==> src/design/mh2_pkg.sv <==
// ----------------------------------------------------------------------------
// MurmurHash2 stream hasher package
// Shared constants, command types and state encodings for the hasher.
// ----------------------------------------------------------------------------
package mh2_pkg;

  localparam int unsigned WordW      = 32;
  localparam int unsigned CountW     = 3;
  localparam int unsigned MixShift   = 24;
  localparam int unsigned FinShiftA  = 13;
  localparam int unsigned FinShiftB  = 15;
  localparam int unsigned QueueDepth = 2;

  localparam logic [WordW-1:0]  MixMul    = 32'h5bd1e995;
  localparam logic [CountW-1:0] FullCount = 3'd4;

  // How the back end treats one queued request.
  typedef enum logic [1:0] {
    KIND_NONE,
    KIND_TAIL,
    KIND_WORD
  } kind_e;

  typedef struct packed {
    kind_e            kind;
    logic             first;
    logic             close;
    logic [WordW-1:0] word;
    logic [WordW-1:0] hinit;
  } cmd_t;

  typedef enum logic [2:0] {
    ST_IDLE,
    ST_K2,
    ST_HMUL,
    ST_TAIL,
    ST_FIN
  } back_state_e;

  function automatic logic [WordW-1:0] tail_mask(input logic [1:0] nbytes);
    logic [WordW-1:0] mask;
    case (nbytes)
      2'd1:    mask = 32'h0000_00ff;
      2'd2:    mask = 32'h0000_ffff;
      2'd3:    mask = 32'h00ff_ffff;
      default: mask = '0;
    endcase
    return mask;
  endfunction

endpackage

==> src/design/mh2_if.sv <==
// ----------------------------------------------------------------------------
// MurmurHash2 channel interfaces
// Valid/ready channels for message words in and finished hashes out.
// ----------------------------------------------------------------------------
interface mh2_in_if;
  logic                          valid;
  logic                          ready;
  logic [mh2_pkg::WordW-1:0]     data_word;
  logic [mh2_pkg::CountW-1:0]    byte_count;
  logic                          first_item;
  logic                          last_item;
  logic [mh2_pkg::WordW-1:0]     message_length;

  modport source (
    output valid, data_word, byte_count, first_item, last_item, message_length,
    input  ready
  );
  modport sink (
    input  valid, data_word, byte_count, first_item, last_item, message_length,
    output ready
  );
endinterface

interface mh2_out_if;
  logic                      valid;
  logic                      ready;
  logic [mh2_pkg::WordW-1:0] hash_value;

  modport source (output valid, hash_value, input ready);
  modport sink (input valid, hash_value, output ready);
endinterface

==> src/design/mh2_front.sv <==
// ----------------------------------------------------------------------------
// MurmurHash2 front end
// Holds the seed, tracks message framing, drops stray items and classifies
// each kept item into a request for the back end.
// ----------------------------------------------------------------------------
module mh2_front (
  input  logic                      clk_i,
  input  logic                      rst_ni,
  input  logic                      cfg_we_i,
  input  logic [mh2_pkg::WordW-1:0] cfg_wdata_i,
  mh2_in_if.sink                    item_i,
  output mh2_pkg::cmd_t             cmd_o,
  output logic                      cmd_push_o,
  input  logic                      cmd_full_i
);
  import mh2_pkg::*;

  logic [WordW-1:0] seed_q, seed_d;
  logic             open_q, open_d;
  logic             accept;
  logic             full_word;
  logic             close;
  logic             keep;

  assign item_i.ready = !cmd_full_i;
  assign accept       = item_i.valid && item_i.ready;

  // Counts of four and above are taken as a full word.
  assign full_word = (item_i.byte_count >= FullCount);
  assign close     = !full_word || item_i.last_item;
  assign keep      = item_i.first_item || open_q;

  always_comb begin
    seed_d = seed_q;
    if (cfg_we_i) begin
      seed_d = cfg_wdata_i;
    end
    open_d = open_q;
    if (accept && keep) begin
      open_d = !close;
    end
  end

  always_comb begin
    cmd_o.first = item_i.first_item;
    cmd_o.close = close;
    cmd_o.hinit = seed_q ^ item_i.message_length;
    if (full_word) begin
      cmd_o.kind = KIND_WORD;
      cmd_o.word = item_i.data_word;
    end else if (item_i.byte_count == '0) begin
      cmd_o.kind = KIND_NONE;
      cmd_o.word = '0;
    end else begin
      cmd_o.kind = KIND_TAIL;
      cmd_o.word = item_i.data_word & tail_mask(item_i.byte_count[1:0]);
    end
  end

  assign cmd_push_o = accept && keep;

  always_ff @(posedge clk_i or negedge rst_ni) begin
    if (!rst_ni) begin
      seed_q <= '0;
      open_q <= 1'b0;
    end else begin
      seed_q <= seed_d;
      open_q <= open_d;
    end
  end

endmodule

==> src/design/mh2_queue.sv <==
// ----------------------------------------------------------------------------
// MurmurHash2 request queue
// Small FIFO that decouples the front end from the mixing back end.
// ----------------------------------------------------------------------------
module mh2_queue #(
  parameter int unsigned Depth = mh2_pkg::QueueDepth
) (
  input  logic          clk_i,
  input  logic          rst_ni,
  input  logic          push_i,
  input  mh2_pkg::cmd_t push_cmd_i,
  output logic          full_o,
  input  logic          pop_i,
  output mh2_pkg::cmd_t head_o,
  output logic          nonempty_o
);
  import mh2_pkg::*;

  localparam int unsigned PtrW = (Depth > 1) ? $clog2(Depth) : 1;
  localparam int unsigned CntW = $clog2(Depth + 1);

  cmd_t            mem_q [Depth];
  logic [PtrW-1:0] wr_ptr_q, wr_ptr_d;
  logic [PtrW-1:0] rd_ptr_q, rd_ptr_d;
  logic [CntW-1:0] cnt_q, cnt_d;
  logic            do_push;
  logic            do_pop;

  assign full_o     = (cnt_q == CntW'(Depth));
  assign nonempty_o = (cnt_q != '0);
  assign head_o     = mem_q[rd_ptr_q];
  assign do_push    = push_i && !full_o;
  assign do_pop     = pop_i && nonempty_o;

  always_comb begin
    wr_ptr_d = wr_ptr_q;
    rd_ptr_d = rd_ptr_q;
    cnt_d    = cnt_q;
    if (do_push) begin
      wr_ptr_d = (wr_ptr_q == PtrW'(Depth - 1)) ? '0 : wr_ptr_q + 1'b1;
    end
    if (do_pop) begin
      rd_ptr_d = (rd_ptr_q == PtrW'(Depth - 1)) ? '0 : rd_ptr_q + 1'b1;
    end
    if (do_push && !do_pop) begin
      cnt_d = cnt_q + 1'b1;
    end else if (do_pop && !do_push) begin
      cnt_d = cnt_q - 1'b1;
    end
  end

  always_ff @(posedge clk_i or negedge rst_ni) begin
    if (!rst_ni) begin
      wr_ptr_q <= '0;
      rd_ptr_q <= '0;
      cnt_q    <= '0;
    end else begin
      wr_ptr_q <= wr_ptr_d;
      rd_ptr_q <= rd_ptr_d;
      cnt_q    <= cnt_d;
    end
  end

  always_ff @(posedge clk_i) begin
    if (do_push) begin
      mem_q[wr_ptr_q] <= push_cmd_i;
    end
  end

endmodule

==> src/design/mh2_back.sv <==
// ----------------------------------------------------------------------------
// MurmurHash2 back end
// Sequencer around one shared 32-bit multiplier that premixes words, folds
// them into the running hash, mixes tails, finalizes and holds the result.
// ----------------------------------------------------------------------------
module mh2_back (
  input  logic          clk_i,
  input  logic          rst_ni,
  input  mh2_pkg::cmd_t cmd_i,
  input  logic          cmd_valid_i,
  output logic          cmd_pop_o,
  mh2_out_if.source     result_o
);
  import mh2_pkg::*;

  back_state_e      state_q, state_d;
  logic [WordW-1:0] h_q, h_d;
  logic [WordW-1:0] t_q, t_d;
  logic             close_q, close_d;
  logic             out_valid_q, out_valid_d;
  logic [WordW-1:0] out_hash_q, out_hash_d;
  logic [WordW-1:0] mul_a;
  logic [WordW-1:0] product;

  // Only the low word of the product is kept.
  assign product = mul_a * MixMul;

  always_comb begin
    state_d     = state_q;
    h_d         = h_q;
    t_d         = t_q;
    close_d     = close_q;
    out_valid_d = out_valid_q && !result_o.ready;
    out_hash_d  = out_hash_q;
    cmd_pop_o   = 1'b0;
    mul_a       = '0;
    case (state_q)
      ST_IDLE: begin
        mul_a = cmd_i.word;
        if (cmd_valid_i) begin
          cmd_pop_o = 1'b1;
          close_d   = cmd_i.close;
          if (cmd_i.first) begin
            h_d = cmd_i.hinit;
          end
          case (cmd_i.kind)
            KIND_WORD: begin
              t_d     = product;
              state_d = ST_K2;
            end
            KIND_TAIL: begin
              t_d     = cmd_i.word;
              state_d = ST_TAIL;
            end
            default: begin
              state_d = ST_FIN;
            end
          endcase
        end
      end
      ST_K2: begin
        mul_a   = t_q ^ (t_q >> MixShift);
        t_d     = product;
        state_d = ST_HMUL;
      end
      ST_HMUL: begin
        mul_a   = h_q;
        h_d     = product ^ t_q;
        state_d = close_q ? ST_FIN : ST_IDLE;
      end
      ST_TAIL: begin
        mul_a   = h_q ^ t_q;
        h_d     = product;
        state_d = ST_FIN;
      end
      ST_FIN: begin
        mul_a = h_q ^ (h_q >> FinShiftA);
        // Waits here while the previous result is still held.
        if (!out_valid_d) begin
          out_valid_d = 1'b1;
          out_hash_d  = product ^ (product >> FinShiftB);
          state_d     = ST_IDLE;
        end
      end
      default: begin
        state_d = ST_IDLE;
      end
    endcase
  end

  assign result_o.valid      = out_valid_q;
  assign result_o.hash_value = out_hash_q;

  always_ff @(posedge clk_i or negedge rst_ni) begin
    if (!rst_ni) begin
      state_q     <= ST_IDLE;
      out_valid_q <= 1'b0;
    end else begin
      state_q     <= state_d;
      out_valid_q <= out_valid_d;
    end
  end

  always_ff @(posedge clk_i) begin
    h_q        <= h_d;
    t_q        <= t_d;
    close_q    <= close_d;
    out_hash_q <= out_hash_d;
  end

endmodule

==> src/design/murmurhash2_32.sv <==
// ----------------------------------------------------------------------------
// MurmurHash2 32-bit stream hasher
// Hashes a message streamed as little-endian 32-bit words.
// ----------------------------------------------------------------------------
// Usage:
//   item_i carries one message word per request with its byte count and the
//   first/last markers; the first request also carries the message length.
//   A request with fewer than four bytes closes the message. Requests that
//   arrive while no message is open and are not marked first are dropped.
//   result_o delivers one finalized hash per message. The seed is written by
//   the user through cfg_we_i/cfg_wdata_i while the block is idle (unchecked).
// Sequencing:
//   All mixing runs through a single 32x32 multiplier, so the back end works
//   on one request at a time: a full word passes ST_IDLE, ST_K2 and ST_HMUL,
//   a tail passes ST_IDLE and ST_TAIL, and ST_FIN finalizes. A short queue of
//   QueueDepth requests lets item_i keep accepting while the back end works.
//   An empty closing request goes through the queue, ST_IDLE and ST_FIN.
// Reset and stalls:
//   Reset clears the seed to zero, closes any open message, empties the
//   queue and drops a pending result. A stalled receiver holds the result;
//   the back end then waits at finalization and the queue fills behind it.
// ----------------------------------------------------------------------------
module murmurhash2_32 #(
  parameter int unsigned QueueDepth = mh2_pkg::QueueDepth
) (
  input  logic                      clk_i,
  input  logic                      rst_ni,
  input  logic                      cfg_we_i,
  input  logic [mh2_pkg::WordW-1:0] cfg_wdata_i,
  mh2_in_if.sink                    item_i,
  mh2_out_if.source                 result_o
);
  import mh2_pkg::*;

  cmd_t push_cmd;
  cmd_t head_cmd;
  logic push;
  logic full;
  logic pop;
  logic nonempty;

  mh2_front u_front (
    .clk_i       (clk_i),
    .rst_ni      (rst_ni),
    .cfg_we_i    (cfg_we_i),
    .cfg_wdata_i (cfg_wdata_i),
    .item_i      (item_i),
    .cmd_o       (push_cmd),
    .cmd_push_o  (push),
    .cmd_full_i  (full)
  );

  mh2_queue #(
    .Depth (QueueDepth)
  ) u_queue (
    .clk_i      (clk_i),
    .rst_ni     (rst_ni),
    .push_i     (push),
    .push_cmd_i (push_cmd),
    .full_o     (full),
    .pop_i      (pop),
    .head_o     (head_cmd),
    .nonempty_o (nonempty)
  );

  mh2_back u_back (
    .clk_i       (clk_i),
    .rst_ni      (rst_ni),
    .cmd_i       (head_cmd),
    .cmd_valid_i (nonempty),
    .cmd_pop_o   (pop),
    .result_o    (result_o)
  );

endmodule

==> src/flat_wrapper.sv <==
// flat-port wrapper written by rule: the top's interface ports become plain ports
module murmurhash2_32_flat import mh2_pkg::*;
#(
  parameter int unsigned QueueDepth = mh2_pkg::QueueDepth
)
  (clk_i, rst_ni, cfg_we_i, cfg_wdata_i, item_i_valid, item_i_data_word, item_i_byte_count, item_i_first_item, item_i_last_item, item_i_message_length, item_i_ready, result_o_valid, result_o_hash_value, result_o_ready);
  mh2_in_if item_i_i ();
  mh2_out_if result_o_i ();
  input  logic clk_i;
  input  logic rst_ni;
  input  logic cfg_we_i;
  input  logic [mh2_pkg::WordW-1:0] cfg_wdata_i;
  input wire logic [$bits(item_i_i.valid)-1:0] item_i_valid;
  input wire logic [$bits(item_i_i.data_word)-1:0] item_i_data_word;
  input wire logic [$bits(item_i_i.byte_count)-1:0] item_i_byte_count;
  input wire logic [$bits(item_i_i.first_item)-1:0] item_i_first_item;
  input wire logic [$bits(item_i_i.last_item)-1:0] item_i_last_item;
  input wire logic [$bits(item_i_i.message_length)-1:0] item_i_message_length;
  output wire logic [$bits(item_i_i.ready)-1:0] item_i_ready;
  output wire logic [$bits(result_o_i.valid)-1:0] result_o_valid;
  output wire logic [$bits(result_o_i.hash_value)-1:0] result_o_hash_value;
  input wire logic [$bits(result_o_i.ready)-1:0] result_o_ready;
  assign item_i_i.valid = item_i_valid;
  assign item_i_i.data_word = item_i_data_word;
  assign item_i_i.byte_count = item_i_byte_count;
  assign item_i_i.first_item = item_i_first_item;
  assign item_i_i.last_item = item_i_last_item;
  assign item_i_i.message_length = item_i_message_length;
  assign item_i_ready = item_i_i.ready;
  assign result_o_valid = result_o_i.valid;
  assign result_o_hash_value = result_o_i.hash_value;
  assign result_o_i.ready = result_o_ready;
  murmurhash2_32 #(.QueueDepth(QueueDepth)) u_core (.clk_i(clk_i), .rst_ni(rst_ni), .cfg_we_i(cfg_we_i), .cfg_wdata_i(cfg_wdata_i), .item_i(item_i_i), .result_o(result_o_i));
endmodule
==> config.mk <==
export PLATFORM = sky130hd
export DESIGN_NAME = murmurhash2_32_flat
export DESIGN_NICKNAME = d
export VERILOG_FILES = /design/src/design/mh2_pkg.sv /design/src/design/mh2_if.sv /design/src/design/mh2_front.sv /design/src/design/mh2_queue.sv /design/src/design/mh2_back.sv /design/src/design/murmurhash2_32.sv /design/src/flat_wrapper.sv
export SDC_FILE = /design/constraint.sdc
export NUM_CORES = 1
export LEC_CHECK = 0
export BUFFER_PORTS_ARGS = -buffer_cell sky130_fd_sc_hd__buf_2
export CAP_MARGIN = 20
export CORE_UTILIZATION = 57
export CTS_CLUSTER_SIZE = 28
export DETAILED_ROUTE_END_ITERATION = 10
export PLACE_DENSITY = 0.87
export SLEW_MARGIN = 5
export SYNTH_ARGS = -nofsm -noshare
export SYNTH_HDL_FRONTEND = slang
export SYNTH_SLANG_ARGS = --single-unit
==> constraint.sdc <==
create_clock -name clk_i -period 9.02 [get_ports clk_i]
set_clock_uncertainty 0.1 [all_clocks]
set_input_delay 0.451 -clock clk_i [delete_from_list [all_inputs] [get_ports clk_i]]
set_output_delay 0.451 -clock clk_i [all_outputs]
set_load 0.01 [all_outputs]
### Word level (Yosys, flattened, before mapping)

Memory sizes are Yosys's and may differ from the RTL's.
Cells that the tools add are included.

* register bits: 138
* bits in writable memories: 136
* input port bits: 106
* memories kept: 1

Memories
* u_core.u_queue.mem_q: depth 2, bits a word 68, read ports 1, clocked after memory_dff 0, write ports 1, RTL line mh2_queue.sv:22 `cmd_t mem_q [Depth];`

* add/subtract/negate cells: 4
* $mul: 1
* magnitude comparators: 1
* equality and inequality tests: 14
* mux-type cells: 28
* bitwise operators: 8
* reduce and logical (&&, ||, !) cells: 26

Operators by type and width (number)
* 2-to-1 mux 32 bit: 7
* case mux 32 bit (5 select lines): 1
* case mux 32 bit (2 select lines): 2
* case mux 32 bit (3 select lines): 1
* XOR 32 bit: 3
* case mux 24 bit (3 select lines): 1
* AND 32 bit: 1
* multiplier 32 x 31 -> 32 bit (second input constant): 1
* XOR 32 x 17 -> 32 bit: 1
* XOR 32 x 19 -> 32 bit: 1
* XOR 32 x 8 -> 32 bit: 1
* case mux 3 bit (5 select lines): 1
* 2-to-1 mux 3 bit: 3
* equality test 2 bit (second input constant): 4
* 2-to-1 mux 1 bit: 8
* logical AND 1 bit: 7
* equality test 3 x 2 -> 1 bit (second input constant): 2
* logical NOT 1 bit: 6
* logical NOT 3 bit: 2
* 2-to-1 mux 2 bit: 3
* case mux 3 bit (2 select lines): 1
* AND reduction 2 bit: 3
* AND reduction 3 bit: 2
* nonzero test 2 bit: 3
* 13 further kinds: 17

### Longest topological paths before layout

Gate-level depths: netlist (run 1).

* depth after elaboration: 9
* gate-level depth with buffers: 36
* mapped depth without buffers: 34

### Modules after synthesis

Synthesis (run 1) repeated with hierarchy kept, for this count alone.

* cell total of the unflattened synthesis: 1997
* area total of the unflattened synthesis: 22241.3 um2

By module, submodules not included
* mh2_back: instances 1, cells each 1617, area each 15250.9 um2, seq. area each 3012.9 um2
* mh2_queue: instances 1, cells each 231, area each 5147.4 um2, seq. area each 4184.0 um2
* mh2_front: instances 1, cells each 149, area each 1843.0 um2, seq. area each 825.8 um2

### Least setup slack after synthesis (run 1)

Ideal clock, no wire load.

* path type: register to register
* from: reg u_core.u_queue.rd_ptr_q
* to: reg u_core.u_back.h_q[31], data pin
* setup time: 0.256 ns
* data arrival time: 8.482 ns
* setup slack: 0.182 ns
* stages on the path, launching flop included: 31
* buffers on the path: 4
* cells stage by stage: dfrtp_1 buf_2 buf_4 buf_2 buf_1 mux2i_1 o22ai_1 nor2_1 o21ai_0 fa_1 ha_1 inv_1 fa_1 fa_1 fa_1 inv_1 fa_1 fa_1 inv_1 fa_1 inv_1 ha_1 and3_1 nand3_1 a2111o_1 nand4b_1 o211ai_1 xnor2_2 xnor2_1 o22a_1 o211a_1

* cells in the longest elaborated chain, start to end: 5

RTL lines
* from (decl): RTL line mh2_queue.sv:24 `logic [PtrW-1:0] rd_ptr_q, rd_ptr_d;`
* from (signal assigned): RTL line mh2_queue.sv:59 `rd_ptr_q <= rd_ptr_d;`
* memory read (2 x 68 bit) (*)
* case mux 32 bit (5 select lines): RTL line mh2_back.sv:37 `case (state_q)`
* multiplier 32 x 31 -> 32 bit: RTL line mh2_back.sv:26 `assign product = mul_a * MixMul;`
* XOR 32 bit: RTL line mh2_back.sv:68 `h_d = product ^ t_q;`
* case mux 32 bit (3 select lines) (*): RTL line mh2_back.sv:37
* via u_core.u_back.h_d[31]: RTL line mh2_back.sv:17 `logic [WordW-1:0] h_q, h_d;`
* to (signal assigned): RTL line mh2_back.sv:105 `h_q <= h_d;`
* to (decl): RTL line mh2_back.sv:17

The timed path passes the listed nets; every way through them passes the cells marked *. The select of a mux whose other input is x is not followed.
A chain may end at the register's enable or synchronous reset.

### Final worst setup path (run 1)

* from: reg u_core.u_back.state_q[0]
* to: reg u_core.u_back.h_q[31], data pin

* cells in the longest elaborated chain, start to end: 5

RTL lines
* from (decl): RTL line mh2_back.sv:16 `back_state_e state_q, state_d;`
* from (signal assigned): RTL line mh2_back.sv:99 `state_q <= state_d;`
* equality test 3 bit, or another cell as far along: RTL line mh2_back.sv:37
* case mux 32 bit (5 select lines): RTL line mh2_back.sv:37
* multiplier 32 x 31 -> 32 bit: RTL line mh2_back.sv:26
* XOR 32 bit: RTL line mh2_back.sv:68
* case mux 32 bit (3 select lines) (*): RTL line mh2_back.sv:37
* via u_core.u_back.h_d[31]: RTL line mh2_back.sv:17

The timed path passes the listed nets; every way through them passes the cells marked *.

==> impl_metrics.toml, run 1 <==
[hold_path]
whs_endpoint = "u_core.u_front.seed_q[17]"
min-delay-start = "cfg_wdata_i[17]"
hp-class = "in2reg"
hold_path_depth = 2

[route]
post_drt_wl_per_cell_microns = 22.0
drc = 0
firstDrtPassIters = 6
drtIter0Drc = 1409
wl_microns = 58600
viasPerCell = 5.69
ant_nets = 0
vias = 15100

[logic_synthesis]
synth-xor-area-share_pct = 6.76
netlist_area_sq_um = 21700
synth_top_area_share_pct = 32.2
ys.flop_type = "edfxtp_1"
synthMuxAreaShare_pct = 5.46
synthArstFlopShare_pct = 15.0
synth-simple-area-share_pct = 7.34
synth_most_common_cell = "inv_1"
synth_adder_area_share_pct = 29.3
synth_cell_type_count = 71
synth-seq-cells = 274
synth-compound-area-share_pct = 6.88
syn_area_per_cell_sq_um = 11.1
synth_top_family_by_area = "adder cells"
ys_top_cells_by_area = "edfxtp_1, fa_1, ha_1"
synth_enable_flop_cells = 233
synth_common_cells = "inv_1, edfxtp_1, ha_1"
synth_nets = 2460
ys.warnings.count = 0
yosysTopAreaCell = "edfxtp_1"
ys_seq_area_share_pct = 36.9
synthCells = 1954

[global_routing]
gr-usage-met3_pct = 6.85
antenna_found_initial = 1
grtUsageMet1_pct = 40.1
grtUsageMet2_pct = 51.3
grtUsageTotal_pct = 31.2
top_usage_layer = "met2"
grt_pass1_vias = 15900
grt_max_degree = 69
grt_first_pass_wirelength_microns = 90000
gr-total-overflow = 0

[critical_path]
worstPathBufferInverterCount = 7
crit_arrival_ns = 8.90
critPathKind = "reg2reg"
cpPeakStageDelay_ns = 0.58
cp-start-kind = "flip-flop"
cp_max_fo = 16
rr_endpoint = "u_core.u_back.h_q[31]"
crit_top_cell = "fa_1"
r2r.worst_path.cells = 30
ff2ff_setup_slack_ns = 0.35
cp-end-kind = "flip-flop"
r2r_start = "u_core.u_back.state_q[0]"
critPathRequiredTime_ns = 9.25
critPathTopFamily = "adder cells"
slowest_stage = "fa_1"

[timing]
whs_ns = 0.00891
maxSlewViolCount = 0
min_period_over_period_pct = 96.1
setup_viol = 0
hold_viol_final = 0
min_period_ns = 8.67
tns_ns = 0
slew_headroom_pct = 30.1
tightest_slew_ns = 1.05
rsz0062_at_grt = "false"
max_freq_ghz = 0.115

[final_layout]
fin_nets = 2637
syn_to_final_growth_pct = 11.4
fillers = 2837
drive_gt1_share_pct = 15.1
diodes = 0

[placed_design]
gp_congestion = 1.04
port_buffers = 139
hpwl_microns = 46000

[clocking]
root_buffer = "clkbuf_16"
worstSkewPairLatency_ns = 0.58
cts_buffers = 27
cts.sinks = 274
clk_pin_slew_worst_paths_ns = 0.06
cts_tree = "done"
cts_max_level = 1
clockBufferDepth = 3

[floorplan]
start_util_pct = 57.8
coreArea_sq_um = 37600
die_y_microns = 197
die_w_microns = 197
dieArea_sq_um = 38900
num_rows = 71
top_level_ports = 140

[job]
max_cap_violations = 0

[status]
status = "finished, final reports clean"
[how the worst max path moves through the flow]
stage / startpoint / endpoint / slack [ns] / cells past startpoint
after global routing: u_core.u_back.state_q[1] / u_core.u_back.h_q[31] / 0.04 / 33
after detailed placement: u_core.u_back.state_q[1] / u_core.u_back.h_q[31] / 0.36 / 30
after floorplan: u_core.u_queue.rd_ptr_q / u_core.u_back.h_q[31] / 0.18 / 30
final: u_core.u_back.state_q[0] / u_core.u_back.h_q[31] / 0.35 / 30
after CTS: u_core.u_back.state_q[1] / u_core.u_back.h_q[31] / 0.32 / 30
after global placement: u_core.u_back.state_q[1] / u_core.u_back.h_q[31] / 0.53 / 30
[timing repair]
action,4_1_cts,5_1_grt
setup buffers,0,2
hold endpoints to repair,48,0
hold buffers,8,0
setup endpoints to repair,0,2
gates resized for setup,0,4
[per-layer routing]
metal	up-vias	wire length [microns]
met4	2	2810
li1	6831	-
met2	731	27300
met5	-	13
met1	7409	22900
met3	165	5520
[cell type report]
cell class | instances | area [sq um] | share of cell area [%]
inverter | 363 | 1360 | 5.63
multi-input combinational | 1264 | 12200 | 50.2
tap | 511 | 639 | 2.64
clock buffer | 36 | 729 | 3.01
timing repair buffer | 201 | 1190 | 4.93
sequential | 274 | 8030 | 33.2
clock inverter | 12 | 109 | 0.450
[cells in the final DEF (no fill, tap or decap), types with 4 or more instances in the layout]
cell           synthesis  routed
a211oi_1              11      11
a21o_1                 9       9
a21oi_1               80      80
and2_1                10       9
and3_1                 5       5
buf_2                  5     139
buf_4                  3      53
clkbuf_1              31       7
clkbuf_16              0      27
clkinv_1               1       4
dfrtp_1               41      39
dlygate4sd3_1          0       8
edfxtp_1             233     233
fa_1                 181     181
ha_1                 219     219
inv_1                360     360
mux2_2                56      56
mux2i_1               54      54
nand2_1              157     156
nand2b_1               8       8
nand3_1               30      30
nor2_1                49      47
nor2b_1               47      46
nor3_1                10      10
o211ai_1               5       5
o21ai_0              100      94
o21ai_1                3       8
o22ai_1                7       7
or2_2                  8       9
xnor2_1               83      83
xnor2_2                4       4
xor2_1                67      67
[worst register-to-register path, delay by kind of cell (launching register included)]
family	cells	cell delay, ns
compound gates	7	1.93
flops	1	0.54
xor+xnor	2	0.49
simple gates	5	0.63
fa+ha+maj	9	3.93
buf+inv	7	0.83
[logic make-up (layout without fill, tap and decap cells)]
family          Yosys count  in the layout
flops                   274            274
simple gates            341            341
xor+xnor                158            158
mux                     111            111
compound gates          254            254
fa+ha+maj               400            400
buf+inv                 416            612
[through the flow]
stage	instances	utilization (%)	setup WS [ns]	cell area, sq um
finish	2661	64.4	0.347	24200
global route	2661	64.4	0.0406	24200
CTS	2659	64.4	0.324	24200
detailed placement	2603	61.9	0.360	23300
global placement	2603	61.9	0.530	23300
floorplan	1954	-	0.182	21700
[sequential cells by signal, indices dropped and copies added, names as in the netlist, 2 cells and up]
register	flops
u_core.u_back.t_q	32
u_core.u_back.state_q	3
u_core.u_back.result_o.hash_value	32
u_core.u_front.seed_q	32
u_core.u_queue.cnt_q	2
u_core.u_queue.mem_q	136
u_core.u_back.h_q	32
Power of run 1 is left out: the tool's default activity adds up to more than one toggle a clock period on the data nets, which glitch-free logic cannot reach.
==> inputs of run 2 (changes only) <==
- BUFFER_PORTS_ARGS: -buffer_cell sky130_fd_sc_hd__buf_2 -> -buffer_cell sky130_fd_sc_hd__buf_4
==> run 2 against run 1 <==
Wire length shrank 0.61%. Die area is the same. Non-clock buffer count is the same. Count of clock-buffer cells in the layout shrank 4. Utilization grew 0.96 points.
==> impl_metrics.toml, run 2 (synthesis gave the netlist of run 1 again) <==
[floorplan]
num_rows = 71
top_level_ports = 140
die_w_microns = 197
die_y_microns = 197
coreArea_sq_um = 37600
start_util_pct = 57.8
dieArea_sq_um = 38900

[timing]
min_period_ns = 8.75
hold_viol_final = 0
setup_viol = 0
maxSlewViolCount = 0
tns_ns = 0
min_period_over_period_pct = 97.0
max_freq_ghz = 0.114
setup_ws_ns = 0.271
slew_headroom_pct = 27.9
tightest_slew_ns = 1.08

[placed_design]
gp_congestion = 0.998
place_ws_ns = 0.108
post_dp_cell_area_sq_um = 23700
hpwl_microns = 46200
port_buffers = 139

[clocking]
cts.sinks = 274
worstSkewPairLatency_ns = 0.57
cts_max_level = 1
cts_tree = "done"
cts_buffers = 28
clockBufferDepth = 3
root_buffer = "clkbuf_16"
clk_pin_slew_worst_paths_ns = 0.06

[route]
wl_microns = 58200
viasPerCell = 5.66
ant_nets = 0
drtIter0Drc = 1406
firstDrtPassIters = 6
post_drt_wl_per_cell_microns = 21.8
vias = 15100
drc = 0

[critical_path]
crit_top_cell = "fa_1"
critPathRequiredTime_ns = 9.23
cp-start-kind = "flip-flop"
critPathKind = "reg2reg"
crit_arrival_ns = 8.96
cpPeakStageDelay_ns = 0.58
critPathTopFamily = "adder cells"
cp_max_fo = 19
worstPathBufferInverterCount = 10
slowest_stage = "fa_1"
cp-end-kind = "flip-flop"

[final_layout]
largest_reg_flops = 136
drive_gt1_share_pct = 15.5
syn_to_final_growth_pct = 13.1
largest_register = "u_core.u_queue.mem_q"
design_area_sq_um = 24600
fillers = 2840
final_cell_mix = "inv_1, edfxtp_1, ha_1"
mostFrequentLayoutCell = "inv_1"
final_util_pct = 65.4
fin_nets = 2638

[job]
max_cap_violations = 0

[global_routing]
gr-total-overflow = 0
grt_max_degree = 69
grt_pass1_vias = 15500
grt_first_pass_wirelength_microns = 88800
antenna_found_initial = 3
grtUsageTotal_pct = 30.9

[status]
status = "finished, final reports clean"

[hold_path]
hp-class = "in2reg"
## run 2: cell count changes in the layout (fill, tap and decap cells not counted), sizes merged
cell	previous run	this run
buf	193	199
bufinv	1	0
clkbuf	36	32
clkinv	9	17
clkinvlp	2	1
diode	0	1
dlygate4sd3	8	2
inv	363	364
## run 2: worst paths after layout
kind / slack (ns) / endpoint / startpoint / depth (start not counted)
min in group asynchronous: 0.32 / u_core.u_front.seed_q[2] / rst_ni / 2
min reg2reg: 0.39 / u_core.u_queue.cnt_q[1] / u_core.u_queue.cnt_q[1] / 1
min: 0.02 / u_core.u_front.seed_q[5] / cfg_wdata_i[5] / 2
max: 0.27 / u_core.u_back.t_q[31] / u_core.u_back.state_q[2] / 31
max reg2reg: 0.27 / u_core.u_back.t_q[31] / u_core.u_back.state_q[2] / 31
max in group asynchronous: 8.08 / u_core.u_queue.rd_ptr_q / rst_ni / 2
## run 2: metal layers
| metal | up-vias | wire length (microns) | global-route usage, % |
|---|---|---|---|
| li1 | 6815 | - | - |
| met1 | 7372 | 23000 | 41.5 |
| met2 | 750 | 27100 | 50.4 |
| met3 | 134 | 5580 | 5.19 |
| met4 | 0 | 2480 | 11.8 |
| met5 | - | 0 | 0 |
## run 2: repair_timing
| item | in CTS | in global routing |
|---|---|---|
| setup endpoints to repair | 0 | 5 |
| hold endpoints to repair | 43 | 0 |
| setup buffers | 0 | 5 |
| gates resized for setup | 0 | 6 |
| hold buffers | 2 | 0 |
## run 2: layout make-up
cell class	instances	area [sq um]	area share, %
multi-input cells	1264	12100	49.4
repair buffers	201	1540	6.28
flip-flops and latches	274	8030	32.7
diodes	1	2.50	0.0102
well taps	511	639	2.60
clock buffers	32	736	2.99
inverters	363	1370	5.56
clock inverters	19	110	0.448
## run 2: per-stage QoR
step / hold WS, ns / cells
2_1_floorplan: 0.0554 / 1954
3_3_place_gp: 0.363 / 2606
6_report: 0.0167 / 2665
5_1_grt: 0.0109 / 2664
3_5_place_dp: 0.370 / 2606
4_1_cts: 0.00190 / 2659
Power of run 2 is left out for the same reason.
